`config.mk`:
```
export PLATFORM = sky130hd
export DESIGN_NAME = glb3_window
export DESIGN_NICKNAME = d
export VERILOG_FILES = /design/src/sv/glb3_pkg.sv /design/src/sv/glb3_window.sv
export SDC_FILE = /design/constraint.sdc
export NUM_CORES = 1
export LEC_CHECK = 0
export ABC_AREA = 1
export BUFFER_PORTS_ARGS = -buffer_cell sky130_fd_sc_hd__buf_2
export CORE_ASPECT_RATIO = 0.9
export CORE_MARGIN = 1
export CORE_UTILIZATION = 55
export DETAILED_ROUTE_END_ITERATION = 10
export HOLD_SLACK_MARGIN = 0.15
export PLACE_DENSITY = 0.72
export SLEW_MARGIN = 20
export SYNTH_ARGS = -nofsm -noshare
export SYNTH_HDL_FRONTEND = slang
export SYNTH_SLANG_ARGS = --single-unit
```
`constraint.sdc`:
```
create_clock -name clk -period 9.33 [get_ports clk]
set_input_delay 1.3995 -clock clk [delete_from_list [all_inputs] [get_ports clk]]
set_output_delay 1.3995 -clock clk [all_outputs]
set_load 0.005 [all_outputs]
```
`src/sv/glb3_pkg.sv`:
```
// Shared constants and types for the 3x3 Gaussian blur block.
package glb3_pkg;

  localparam int unsigned PIX_W            = 8;
  localparam int unsigned POS_W            = 11;
  localparam int unsigned CFG_IDX_W        = 2;
  localparam int unsigned CFG_DATA_W       = 12;
  localparam int unsigned SUM_W            = 12;
  localparam int unsigned SUM_SHIFT        = 4;
  localparam int unsigned MIN_SIZE         = 3;
  localparam int unsigned DEF_MAX_WIDTH    = 2048;
  localparam int unsigned DEF_MAX_HEIGHT   = 2048;
  localparam int unsigned DEF_IMAGE_WIDTH  = 640;
  localparam int unsigned DEF_IMAGE_HEIGHT = 480;

  typedef enum logic [CFG_IDX_W-1:0] {
    REG_IMAGE_WIDTH  = 2'd0,
    REG_IMAGE_HEIGHT = 2'd1
  } cfg_reg_t;

  typedef struct packed {
    logic has_result;
    logic frame_last;
  } pos_flags_t;

endpackage

```
`src/sv/glb3_window.sv`:
```
// Six-entry window over the two previous columns and the 1-2-1 weighted sum.
module glb3_window import glb3_pkg::*; (
  input  logic             clk,
  input  logic             rst_n,
  input  logic             shift_en,
  input  logic [PIX_W-1:0] top,
  input  logic [PIX_W-1:0] mid,
  input  logic [PIX_W-1:0] pix,
  output logic [PIX_W-1:0] blur
);

  logic [PIX_W-1:0] win_r [6];
  logic [SUM_W-1:0] sum;

  always_ff @(posedge clk) begin
    if (!rst_n) begin
      for (int i = 0; i < 6; i++) begin
        win_r[i] <= '0;
      end
    end else if (shift_en) begin
      win_r[0] <= win_r[3];
      win_r[1] <= win_r[4];
      win_r[2] <= win_r[5];
      win_r[3] <= top;
      win_r[4] <= mid;
      win_r[5] <= pix;
    end
  end

  always_comb begin
    sum = SUM_W'(win_r[0]) + (SUM_W'(win_r[3]) << 1) + SUM_W'(top)
        + (SUM_W'(win_r[1]) << 1) + (SUM_W'(win_r[4]) << 2) + (SUM_W'(mid) << 1)
        + SUM_W'(win_r[2]) + (SUM_W'(win_r[5]) << 1) + SUM_W'(pix);
  end

  assign blur = sum[SUM_W-1:SUM_SHIFT];

endmodule

```
==> flow_results.xml <==
<?xml version="1.0" encoding="UTF-8"?>
<metrics>
  <group name="worst_setup_path">
    <metric name="timing.critical_path.to_type" unit="">primary output</metric>
    <metric name="worstReg2RegStart" unit="">win_r[5][3]</metric>
    <metric name="cp.required" unit="ps">7930</metric>
    <metric name="rr_worst_depth" unit="">2</metric>
    <metric name="crit_reg_reg_endpoint" unit="">win_r[2][3]</metric>
    <metric name="critical_path_arrival" unit="ps">4900</metric>
    <metric name="worstSetupStartpointType" unit="">input pin</metric>
    <metric name="r2r_setup_slack" unit="ps">8490</metric>
    <metric name="timing.setup.critical_path_class" unit="">input pin to primary output</metric>
    <metric name="max_stage_delay" unit="ps">550</metric>
    <metric name="cp_num_buf_inv" unit="">6</metric>
    <metric name="timing.critical_path.slowest_stage_cell" unit="">sky130_fd_sc_hd__fa_1</metric>
    <metric name="timing.critical_path.cells" unit="">buf_2 -&gt; inv_1 -&gt; fa_1 -&gt; inv_1 -&gt; fa_1 -&gt; fa_1 -&gt; inv_1 -&gt; fa_1 -&gt; nor2_1 -&gt; nand2_1 -&gt; inv_1 -&gt; fa_1 -&gt; nand3_1 -&gt; nand2_1 -&gt; nand3_1 -&gt; nand2_1 -&gt; nand2_1 -&gt; nand2_1 -&gt; buf_2</metric>
    <metric name="cp_top_family" unit="">adder cells</metric>
    <metric name="stages_on_worst_setup_path" unit="">19</metric>
    <metric name="cp-startpoint" unit="">top[3]</metric>
    <metric name="worst_setup_path_endpoint" unit="">blur[5]</metric>
    <metric name="path_max_fanout" unit="">3</metric>
  </group>
  <group name="drt">
    <metric name="first_pass_iters" unit="">4</metric>
    <metric name="remaining_drc_errors" unit="">0</metric>
    <metric name="ant_nets" unit="">0</metric>
    <metric name="route.final.wire_length" unit="mm">5.11</metric>
    <metric name="detail_route.wl_per_cell" unit="um">11.1</metric>
    <metric name="routed-wl-met2" unit="mm">2.71</metric>
    <metric name="vias" unit="">2076</metric>
    <metric name="met1_wire_length" unit="mm">2.15</metric>
    <metric name="number_of_vias_per_cell" unit="">4.51</metric>
    <metric name="first_iter_violations" unit="">44</metric>
    <metric name="routed.top_layer" unit="">met4</metric>
    <metric name="routed-wl-met3" unit="um">196</metric>
  </group>
  <group name="placement">
    <metric name="port_buffers" unit="">34</metric>
    <metric name="dp_worst_slack" unit="ps">3020</metric>
    <metric name="weighted_congestion_at_the_end_of_routability_driven_global_placement" unit="">0.805</metric>
    <metric name="place.detailed.hpwl" unit="mm">4.08</metric>
    <metric name="placedCellCount" unit="">452</metric>
  </group>
  <group name="sta">
    <metric name="relSlewSlack" unit="">0.577</metric>
    <metric name="timing.final.crit_share" unit="">0.675</metric>
    <metric name="setup_ws" unit="ps">3030</metric>
    <metric name="fin_tns_setup" unit="ps">0</metric>
    <metric name="setup_viol" unit="">0</metric>
    <metric name="rsz0062_at_grt" unit="">false</metric>
    <metric name="transition_time_at_the_pin_with_the_least_slew_margin" unit="ps">634</metric>
    <metric name="slew_viol_final" unit="">0</metric>
    <metric name="final.min_clock_period" unit="ps">6300</metric>
    <metric name="hold_ws" unit="ps">586</metric>
    <metric name="worst_clock_skew" unit="ps">2.90</metric>
    <metric name="fmaxAchievable" unit="MHz">159</metric>
    <metric name="count_of_endpoints_failing_hold_in_the_final_timing_report" unit="">0</metric>
  </group>
  <group name="clocking">
    <metric name="insertion_delay" unit="ps">310</metric>
    <metric name="number_of_hold_repair_buffers_added_at_the_cts_stage" unit="">0</metric>
    <metric name="clk_transition_reported_paths" unit="ps">90</metric>
    <metric name="post_cts_resized" unit="">0</metric>
    <metric name="cts_setup_buffers" unit="">0</metric>
    <metric name="htreeDepth" unit="">2</metric>
    <metric name="cts_num_sinks" unit="">48</metric>
    <metric name="cts.root.buffer_cell" unit="">sky130_fd_sc_hd__clkbuf_8</metric>
    <metric name="tritoncts" unit="">yes</metric>
    <metric name="clock_buffer_count_from_cts" unit="">5</metric>
    <metric name="clockBufferDepth" unit="">2</metric>
  </group>
  <group name="hold_path">
    <metric name="holdCritPathClass" unit="">register to register</metric>
  </group>
  <group name="cells_and_area">
    <metric name="largest_registers" unit="">win_r (48)</metric>
    <metric name="drive_gt1_frac" unit="">0.121</metric>
    <metric name="largest_reg_flops" unit="">48</metric>
    <metric name="fin_cells" unit="">460</metric>
    <metric name="num_antenna_cells" unit="">0</metric>
    <metric name="synthToLayoutAreaGrowth" unit="%">10.9</metric>
    <metric name="registers.top_by_ff_count" unit="">win_r</metric>
    <metric name="final_net_count" unit="">464</metric>
  </group>
  <group name="pwr">
    <metric name="post-layout-total-power" unit="uW">1120</metric>
    <metric name="cellPowerDensity" unit="nW/um2">288</metric>
    <metric name="power.leakage" unit="uW">0.00205</metric>
    <metric name="ir_drop" unit="mV">0.145</metric>
  </group>
  <group name="global_routing">
    <metric name="grt_first_pass_wirelength" unit="mm">9.25</metric>
    <metric name="antenna_found_initial" unit="">0</metric>
    <metric name="globalRoute.totalOverflow" unit="">0</metric>
    <metric name="track_usage" unit="">0.182</metric>
    <metric name="grt_pass1_vias" unit="">2226</metric>
    <metric name="maximum_number_of_pins_on_one_net_before_global_route_repair" unit="">49</metric>
  </group>
  <group name="outcome">
    <metric name="status" unit="">finished, final reports clean</metric>
  </group>
  <group name="die">
    <metric name="fp.dieW" unit="um">86.4</metric>
    <metric name="effective_utilization_at_floorplan" unit="">0.573</metric>
    <metric name="std_cell_rows" unit="">27</metric>
    <metric name="area_enclosed_by_the_die_boundary" unit="um2">6730</metric>
    <metric name="ioPinCount" unit="">35</metric>
    <metric name="die_height" unit="um">77.9</metric>
    <metric name="core" unit="um2">6150</metric>
  </group>
  <group name="synth">
    <metric name="synth-edff-count" unit="">48</metric>
    <metric name="synth.cells.most_frequent" unit="">sky130_fd_sc_hd__inv_1, sky130_fd_sc_hd__fa_1, sky130_fd_sc_hd__nor2_1</metric>
    <metric name="mapped_cells" unit="">335</metric>
    <metric name="synth_seq_area_share" unit="">0.409</metric>
    <metric name="yosys_most_used_dff" unit="">sky130_fd_sc_hd__edfxtp_1</metric>
    <metric name="ys_seq_elements" unit="">48</metric>
    <metric name="synthesis.yosys.warnings" unit="">0</metric>
    <metric name="yosys.cell_count.top_type" unit="">sky130_fd_sc_hd__inv_1</metric>
    <metric name="synth.area.top_cells" unit="">sky130_fd_sc_hd__edfxtp_1, sky130_fd_sc_hd__fa_1, sky130_fd_sc_hd__inv_1</metric>
    <metric name="synth_area_leader" unit="">sky130_fd_sc_hd__edfxtp_1</metric>
    <metric name="yosysUniqueCellTypes" unit="">15</metric>
    <metric name="postSynthNetCount" unit="">427</metric>
    <metric name="synth.avg_cell_area" unit="um2">10.5</metric>
    <metric name="netlist_area" unit="um2">3520</metric>
    <metric name="synth_top_cell_area_share" unit="">0.409</metric>
    <metric name="postSynth.asyncResetShare" unit="">0</metric>
  </group>
  <group name="flow_run">
    <metric name="count_of_max_cap_constraint_violations" unit="">0</metric>
  </group>
</metrics>
==> routing by layer <==
layer	up-vias	track usage
li1	1029	-
met1	1004	0.205
met2	36	0.338
met3	7	0.0521
met4	0	0.0400
met5	-	0
==> through the flow <==
stage / utilization / instance area [um2]
6_report: 0.635 / 3910
5_1_grt: 0.635 / 3910
4_1_cts: 0.634 / 3900
3_5_place_dp: 0.616 / 3790
3_3_place_gp: 0.616 / 3790
2_1_floorplan: - / 3520
==> tightest hold or removal path: stages, from the launching register on <==
cell and delay, ps:
sky130_fd_sc_hd__edfxtp_1 330, sky130_fd_sc_hd__inv_1 60, sky130_fd_sc_hd__nor2_1 90
==> cell usage in the layout (no fill, tap or decap) <==
cell type	n
sky130_fd_sc_hd__ha_1	13
sky130_fd_sc_hd__nand2_4	1
sky130_fd_sc_hd__inv_2	1
sky130_fd_sc_hd__bufinv_16	1
sky130_fd_sc_hd__clkbuf_8	5
sky130_fd_sc_hd__o21bai_1	1
sky130_fd_sc_hd__inv_1	118
sky130_fd_sc_hd__nor2_1	51
sky130_fd_sc_hd__clkinv_2	1
sky130_fd_sc_hd__a21o_1	1
sky130_fd_sc_hd__fa_1	52
sky130_fd_sc_hd__nand2_1	29
sky130_fd_sc_hd__o21a_1	1
sky130_fd_sc_hd__xor2_1	3
sky130_fd_sc_hd__buf_4	1
sky130_fd_sc_hd__clkinvlp_4	1
sky130_fd_sc_hd__edfxtp_1	48
sky130_fd_sc_hd__nand3_1	7
sky130_fd_sc_hd__a21oi_1	4
sky130_fd_sc_hd__buf_2	34
==> logic make-up after synthesis <==
group	share of synthesized area
buffers and inverters	0.133
AND/OR/NAND/NOR	0.0963
adder cells (fa/ha/maj)	0.342
flip-flops	0.409
AO/OA/AOI/OAI	0.0121
XOR/XNOR	0.00746
==> how the worst min path moves through the flow <==
stage                      from          end  slack, ps  cells past startpoint
finish              win_r[5][5]  win_r[2][5]        590                      2
global route        win_r[5][5]  win_r[2][5]        620                      2
CTS                 win_r[5][5]  win_r[2][5]        590                      2
detailed placement  win_r[5][5]  win_r[2][5]        570                      2
global placement    win_r[3][0]  win_r[0][0]        560                      2
floorplan           win_r[3][0]  win_r[0][0]        540                      2
==> report_power, final <==
group | internal, uW | leakage (uW) | switching, uW
Sequential | 254 | 0.000527 | 8.65
Clock | 79.3 | 0.0000541 | 71.9
Combinational | 305 | 0.00147 | 405
Total | 638 | 0.00205 | 486
==> layout make-up <==
class                   count  area (um2)
clock buffers               5        68.8
flip-flops and latches     48        1440
multi-input cells         163        1620
inverters                 119         447
clock inverters             3        42.5
fillers                   538        2240
well taps                  87         109
repair buffers             35         178
Note: power is estimated with default switching activity, not from simulation.
