## src/sv/glb3_pkg.sv

```systemverilog
// Shared constants and types for the 3x3 Gaussian blur block.
package glb3_pkg;

  localparam int unsigned PIX_W            = 8;
  localparam int unsigned POS_W            = 11;
  localparam int unsigned CFG_IDX_W        = 2;
  localparam int unsigned CFG_DATA_W       = 12;
  localparam int unsigned SUM_W            = 12;
  localparam int unsigned SUM_SHIFT        = 4;
  localparam int unsigned MIN_SIZE         = 3;
  localparam int unsigned DEF_MAX_WIDTH    = 2048;
  localparam int unsigned DEF_MAX_HEIGHT   = 2048;
  localparam int unsigned DEF_IMAGE_WIDTH  = 640;
  localparam int unsigned DEF_IMAGE_HEIGHT = 480;

  typedef enum logic [CFG_IDX_W-1:0] {
    REG_IMAGE_WIDTH  = 2'd0,
    REG_IMAGE_HEIGHT = 2'd1
  } cfg_reg_t;

  typedef struct packed {
    logic has_result;
    logic frame_last;
  } pos_flags_t;

endpackage

```

## src/sv/glb3_if.sv

```systemverilog


interface glb3_cfg_if import glb3_pkg::*; ();
  logic                  valid;
  logic                  ready;
  logic [CFG_IDX_W-1:0]  idx;
  logic [CFG_DATA_W-1:0] wdata;

  modport source(output valid, idx, wdata, input ready);
  modport sink(input valid, idx, wdata, output ready);
endinterface

```

## src/sv/glb3_ctrl.sv

```systemverilog
// Image size registers and the column and row counters of the incoming pixel.
module glb3_ctrl import glb3_pkg::*; #(
  parameter int unsigned MAX_WIDTH  = DEF_MAX_WIDTH,
  parameter int unsigned MAX_HEIGHT = DEF_MAX_HEIGHT,
  parameter int unsigned XW         = $clog2(DEF_MAX_WIDTH),
  parameter int unsigned YW         = $clog2(DEF_MAX_HEIGHT)
) (
  input  logic            clk,
  input  logic            rst_n,
  glb3_cfg_if.sink        cfg_chan,
  input  logic            accept,
  input  logic            frame_start,
  output logic [XW-1:0]   cur_col,
  output logic [YW-1:0]   cur_row,
  output pos_flags_t      cur_flags
);

  localparam int unsigned SWW = ($clog2(MAX_WIDTH + 1) > CFG_DATA_W) ?
                                $clog2(MAX_WIDTH + 1) : CFG_DATA_W;
  localparam int unsigned SWH = ($clog2(MAX_HEIGHT + 1) > CFG_DATA_W) ?
                                $clog2(MAX_HEIGHT + 1) : CFG_DATA_W;
  localparam int unsigned W_RESET = (DEF_IMAGE_WIDTH > MAX_WIDTH) ?
                                    MAX_WIDTH : DEF_IMAGE_WIDTH;
  localparam int unsigned H_RESET = (DEF_IMAGE_HEIGHT > MAX_HEIGHT) ?
                                    MAX_HEIGHT : DEF_IMAGE_HEIGHT;

  logic [SWW-1:0] width_r;
  logic [SWH-1:0] height_r;
  logic [XW-1:0]  col_r;
  logic [YW-1:0]  row_r;
  logic [XW-1:0]  col_nxt;
  logic [YW-1:0]  row_nxt;
  logic [SWW-1:0] wdata_w;
  logic [SWH-1:0] wdata_h;
  logic [SWW-1:0] width_clamp;
  logic [SWH-1:0] height_clamp;
  logic [SWW-1:0] col_ext;
  logic [SWH-1:0] row_ext;
  logic           col_wrap;
  logic           row_wrap;

  assign cfg_chan.ready = 1'b1;

  // Out-of-range sizes saturate to the supported range when written.
  always_comb begin
    wdata_w = SWW'(cfg_chan.wdata);
    wdata_h = SWH'(cfg_chan.wdata);
    if (wdata_w < SWW'(MIN_SIZE)) begin
      width_clamp = SWW'(MIN_SIZE);
    end else if (wdata_w > SWW'(MAX_WIDTH)) begin
      width_clamp = SWW'(MAX_WIDTH);
    end else begin
      width_clamp = wdata_w;
    end
    if (wdata_h < SWH'(MIN_SIZE)) begin
      height_clamp = SWH'(MIN_SIZE);
    end else if (wdata_h > SWH'(MAX_HEIGHT)) begin
      height_clamp = SWH'(MAX_HEIGHT);
    end else begin
      height_clamp = wdata_h;
    end
  end

  always_ff @(posedge clk) begin
    if (!rst_n) begin
      width_r  <= SWW'(W_RESET);
      height_r <= SWH'(H_RESET);
    end else if (cfg_chan.valid) begin
      if (cfg_chan.idx == REG_IMAGE_WIDTH) begin
        width_r <= width_clamp;
      end
      if (cfg_chan.idx == REG_IMAGE_HEIGHT) begin
        height_r <= height_clamp;
      end
    end
  end

  always_comb begin
    cur_col  = frame_start ? '0 : col_r;
    cur_row  = frame_start ? '0 : row_r;
    col_ext  = SWW'(cur_col);
    row_ext  = SWH'(cur_row);
    col_wrap = (col_ext + SWW'(1)) >= width_r;
    row_wrap = (row_ext + SWH'(1)) >= height_r;

    cur_flags.has_result = (row_ext >= SWH'(2)) && (col_ext >= SWW'(2)) &&
                           (row_ext < height_r) && (col_ext < width_r);
    cur_flags.frame_last = (row_ext == height_r - SWH'(1)) &&
                           (col_ext == width_r - SWW'(1));

    if (col_wrap) begin
      col_nxt = '0;
      row_nxt = row_wrap ? '0 : cur_row + YW'(1);
    end else begin
      col_nxt = cur_col + XW'(1);
      row_nxt = cur_row;
    end
  end

  always_ff @(posedge clk) begin
    if (!rst_n) begin
      col_r <= '0;
      row_r <= '0;
    end else if (accept) begin
      col_r <= col_nxt;
      row_r <= row_nxt;
    end
  end

endmodule

```

## src/flat_wrapper.sv

```systemverilog
// flat-port wrapper written by rule: the top's interface ports become plain ports
module glb3_ctrl_flat import glb3_pkg::*;
#(
  parameter int unsigned MAX_WIDTH  = DEF_MAX_WIDTH,
  parameter int unsigned MAX_HEIGHT = DEF_MAX_HEIGHT,
  parameter int unsigned XW         = $clog2(DEF_MAX_WIDTH),
  parameter int unsigned YW         = $clog2(DEF_MAX_HEIGHT)
)
  (clk, rst_n, accept, frame_start, cur_col, cur_row, cur_flags, cfg_chan_valid, cfg_chan_idx, cfg_chan_wdata, cfg_chan_ready);
  glb3_cfg_if cfg_chan_i ();
  input  logic clk;
  input  logic rst_n;
  input  logic accept;
  input  logic frame_start;
  output logic [XW-1:0] cur_col;
  output logic [YW-1:0] cur_row;
  output pos_flags_t cur_flags;
  input wire logic [$bits(cfg_chan_i.valid)-1:0] cfg_chan_valid;
  input wire logic [$bits(cfg_chan_i.idx)-1:0] cfg_chan_idx;
  input wire logic [$bits(cfg_chan_i.wdata)-1:0] cfg_chan_wdata;
  output wire logic [$bits(cfg_chan_i.ready)-1:0] cfg_chan_ready;
  assign cfg_chan_i.valid = cfg_chan_valid;
  assign cfg_chan_i.idx = cfg_chan_idx;
  assign cfg_chan_i.wdata = cfg_chan_wdata;
  assign cfg_chan_ready = cfg_chan_i.ready;
  glb3_ctrl #(.MAX_WIDTH(MAX_WIDTH), .MAX_HEIGHT(MAX_HEIGHT), .XW(XW), .YW(YW)) u_core (.clk(clk), .rst_n(rst_n), .cfg_chan(cfg_chan_i), .accept(accept), .frame_start(frame_start), .cur_col(cur_col), .cur_row(cur_row), .cur_flags(cur_flags));
endmodule
```

## config.mk

```make
export PLATFORM = sky130hd
export DESIGN_NAME = glb3_ctrl_flat
export DESIGN_NICKNAME = d
export VERILOG_FILES = /design/src/sv/glb3_pkg.sv /design/src/sv/glb3_if.sv /design/src/sv/glb3_ctrl.sv /design/src/flat_wrapper.sv
export SDC_FILE = /design/constraint.sdc
export NUM_CORES = 1
export LEC_CHECK = 0
export BUFFER_PORTS_ARGS = -buffer_cell sky130_fd_sc_hd__buf_4
export CORE_MARGIN = 1.5
export CORE_UTILIZATION = 45
export CTS_BUF_LIST = sky130_fd_sc_hd__clkbuf_16
export CTS_CLUSTER_SIZE = 20
export DETAILED_ROUTE_END_ITERATION = 7
export SYNTH_ARGS = -nofsm -noshare
export SYNTH_HDL_FRONTEND = slang
export SYNTH_SLANG_ARGS = --single-unit
export TNS_END_PERCENT = 1
```

## constraint.sdc

```tcl
create_clock -name clk -period 4.1 [get_ports clk]
set_input_delay 0 -clock clk [delete_from_list [all_inputs] [get_ports clk]]
set_output_delay 0 -clock clk [all_outputs]
set_load 0.01 [all_outputs]
```

==> run metrics <==
Synth cell types 56; crit start category register; Starting Density 0.469; Async SR Flop Fraction 0; global-route wire length before repair 17.8 mm; Top Ports 44; slowest CP cell dfxtp_1; cell breakdown of the critical path nor2b_1 > ha_1 > nand4b_1 > nor2_1 > and3_1 > nand3_1 > xnor2_1 > ha_1 > a21o_1 > a21oi_1 > o21ai_0 > o21ai_0 > and2_1 > a22o_1; die area slightly below 10000 µm²; chip width 99.0 µm; Syn Nets 600; ratio of final minimum period to clock period 0.869; Slew @ Worst Pin 944 ps; pin count of the biggest net entering global routing 39; Filler Cells Inserted 888; hold path startpoint cfg_chan_wdata[2]; diode count 0; yosys warns 0; Worst-Skew Late Latency just under 300 ps; required time of the critical path around 4300 ps; power per cell area 224 nW/µm²; DR pass1 iterations 5; type of the most critical hold path input port to register; row count 34; Via Count 3784; sequential element share of the synthesized area 0.222; worst r2r src u_core.col_r[1]; Antenna Violating Nets Remaining 0; clk_skew 2.75 ps; area delta synth->final 12.7%; CTS-repair resized insts 0; Sink Count 46; GRT Util Overall 0.228; Final #Nets 627; Inst Count DP 659; Non-Filler Instances between 600 and 700; Max Fclk roughly 280 MHz; Post-synth top cells ha_1, nand2_1, dfxtp_1, inv_1, nor2b_1; TritonCTS clock tree yes; final wirelength 10.9 mm; final estimated routing congestion in global placement 0.896; top cell type's share of synthesized area 0.222; Final Max Tran Viols 0; Rel. slew slack 0.369; number of synthesized flops with an enable pin 0; via/cell ratio approximately 5.7; GR Overflow Total 0; Top delay family on crit path simple AND/OR/NAND/NOR gates; cell leakage power 2.00 nW; DRT iter0 DRCs approximately 130; VDD IR max 0.135 mV; post-synthesis area per instance ~8 µm²; initial antenna violation count 0; Worst EP arrival 3800 ps; final hold violations 0; status completed; Final TNS setup 0 ps; vias in the first global route roughly 3500; Setup Buffers After CTS 0; H-Tree Depth 2; Setup violations, final 0; leading area contributor after synthesis dfxtp_1; WL per Instance 16.3 µm; CP bufs+invs 0; cell with the most instances after synthesis ha_1; Core Area 8850 µm²; CP max FO 10; Post-Syn Instances 531; RSZ-0062 raised after global routing false; MaxCap Viol Count 0; critical path class register to register; quantity of I/O buffers inserted on ports 42; Clock Root Buffer clkbuf_16; CTS buffer count 5; FF+latch count, synth 46; hpwl dp 8.61 mm; Min Hold Slack 21.4 ps; slowest stage delay, CP 470 ps; DIE HEIGHT approximately 99 µm; CP endpoint kind register; share of layout cells above drive strength 1 0.106; CTS Buffer Depth 2; Hold Buf Count CTS 0; largest cells by area after synthesis dfxtp_1, ha_1, xnor2_1; Post-route DRC 0; Critical Path Start u_core.col_r[1]; final worst path period need 3560 ps; clock-pin slew on the worst setup and hold paths 60 ps; cell area after synthesis 4150 µm²; main flop type after synthesis dfxtp_1
per-stage QoR:
step / area, µm² / setup slack, ps / utilization / total power, mW
2_1_floorplan: 4150 / 711 / - / 0.567
3_3_place_gp: 4520 / 731 / 0.511 / 0.608
3_5_place_dp: 4520 / 569 / 0.511 / 0.610
4_1_cts: 4680 / 538 / 0.529 / 1.06
5_1_grt: 4680 / 230 / 0.529 / 1.09
6_report: 4680 / 535 / 0.529 / 1.05
worst reg2reg max path: cells and delay by family (launching register included):
kind / cells / cell delay (ps)
AND/OR/NAND/NOR: 6 / 1340
AO/OA/AOI/OAI: 5 / 950
adder cells (fa/ha/maj): 2 / 580
flip-flops: 1 / 470
XOR/XNOR: 1 / 180
sequential cells by signal, indices dropped and copies added (netlist names):
register	count
u_core.row_r	11
u_core.width_r	12
u_core.height_r	12
u_core.col_r	11
cell type report:
type	instances	area [µm²]	share of cell area
clock inverter	2	33.8	0.00722
clock buffer	5	125	0.0268
multi-input combinational	426	2990	0.640
timing repair buffer	46	345	0.0738
inverter	33	124	0.0265
tap	108	135	0.0289
sequential	46	921	0.197
layer usage:
layer,share of wire,track usage
met1,0.48,0.318
met2,0.45,0.366
met3,0.047,0.0312
met4,0.018,0.0725
met5,0,0
worst paths after layout:
kind | to | slack (ps) | cells after the start
worst max-delay path | u_core.row_r[6] | 540 | 14
worst min-delay path | u_core.width_r[2] | 20 | 3
worst max register to register | u_core.row_r[6] | 540 | 14
worst min register to register | u_core.width_r[1] | 500 | 2
cell usage in the layout (no fill, tap or decap), types with 5 or more instances in the layout:
master	n
ha_1	50
nand2_1	49
buf_4	46
dfxtp_1	46
inv_1	33
nor2b_1	31
xnor2_1	29
nor2_1	28
nand3_1	27
o21ai_0	20
xor2_1	19
a21oi_1	17
a21boi_0	14
nor4_1	13
nand2b_1	11
and2_1	11
nand4_1	10
a22o_1	10
nor3_1	7
o211ai_1	7
a21o_1	6
nand3b_1	5
clkbuf_16	5
cell families (layout without fill, tap and decap cells):
logic type,Yosys count,in the layout,synth area share
AOI/OAI and AO/OA,103,103,0.169
adders and majority gates,52,52,0.156
buffers and inverters,59,86,0.0567
and+or+nand+nor,217,217,0.282
other,1,1,0.000904
xor gates and xnor gates,48,48,0.101
DFF,46,46,0.222
muxes,5,5,0.0124
report_power, final:
part           internal, mW  total (mW)  switching (mW)
Combinational        0.0576       0.135          0.0775
Sequential            0.455       0.466          0.0106
Clock                 0.282       0.447           0.165
Total                 0.795        1.05           0.254
(Power assumes the default switching activity.)
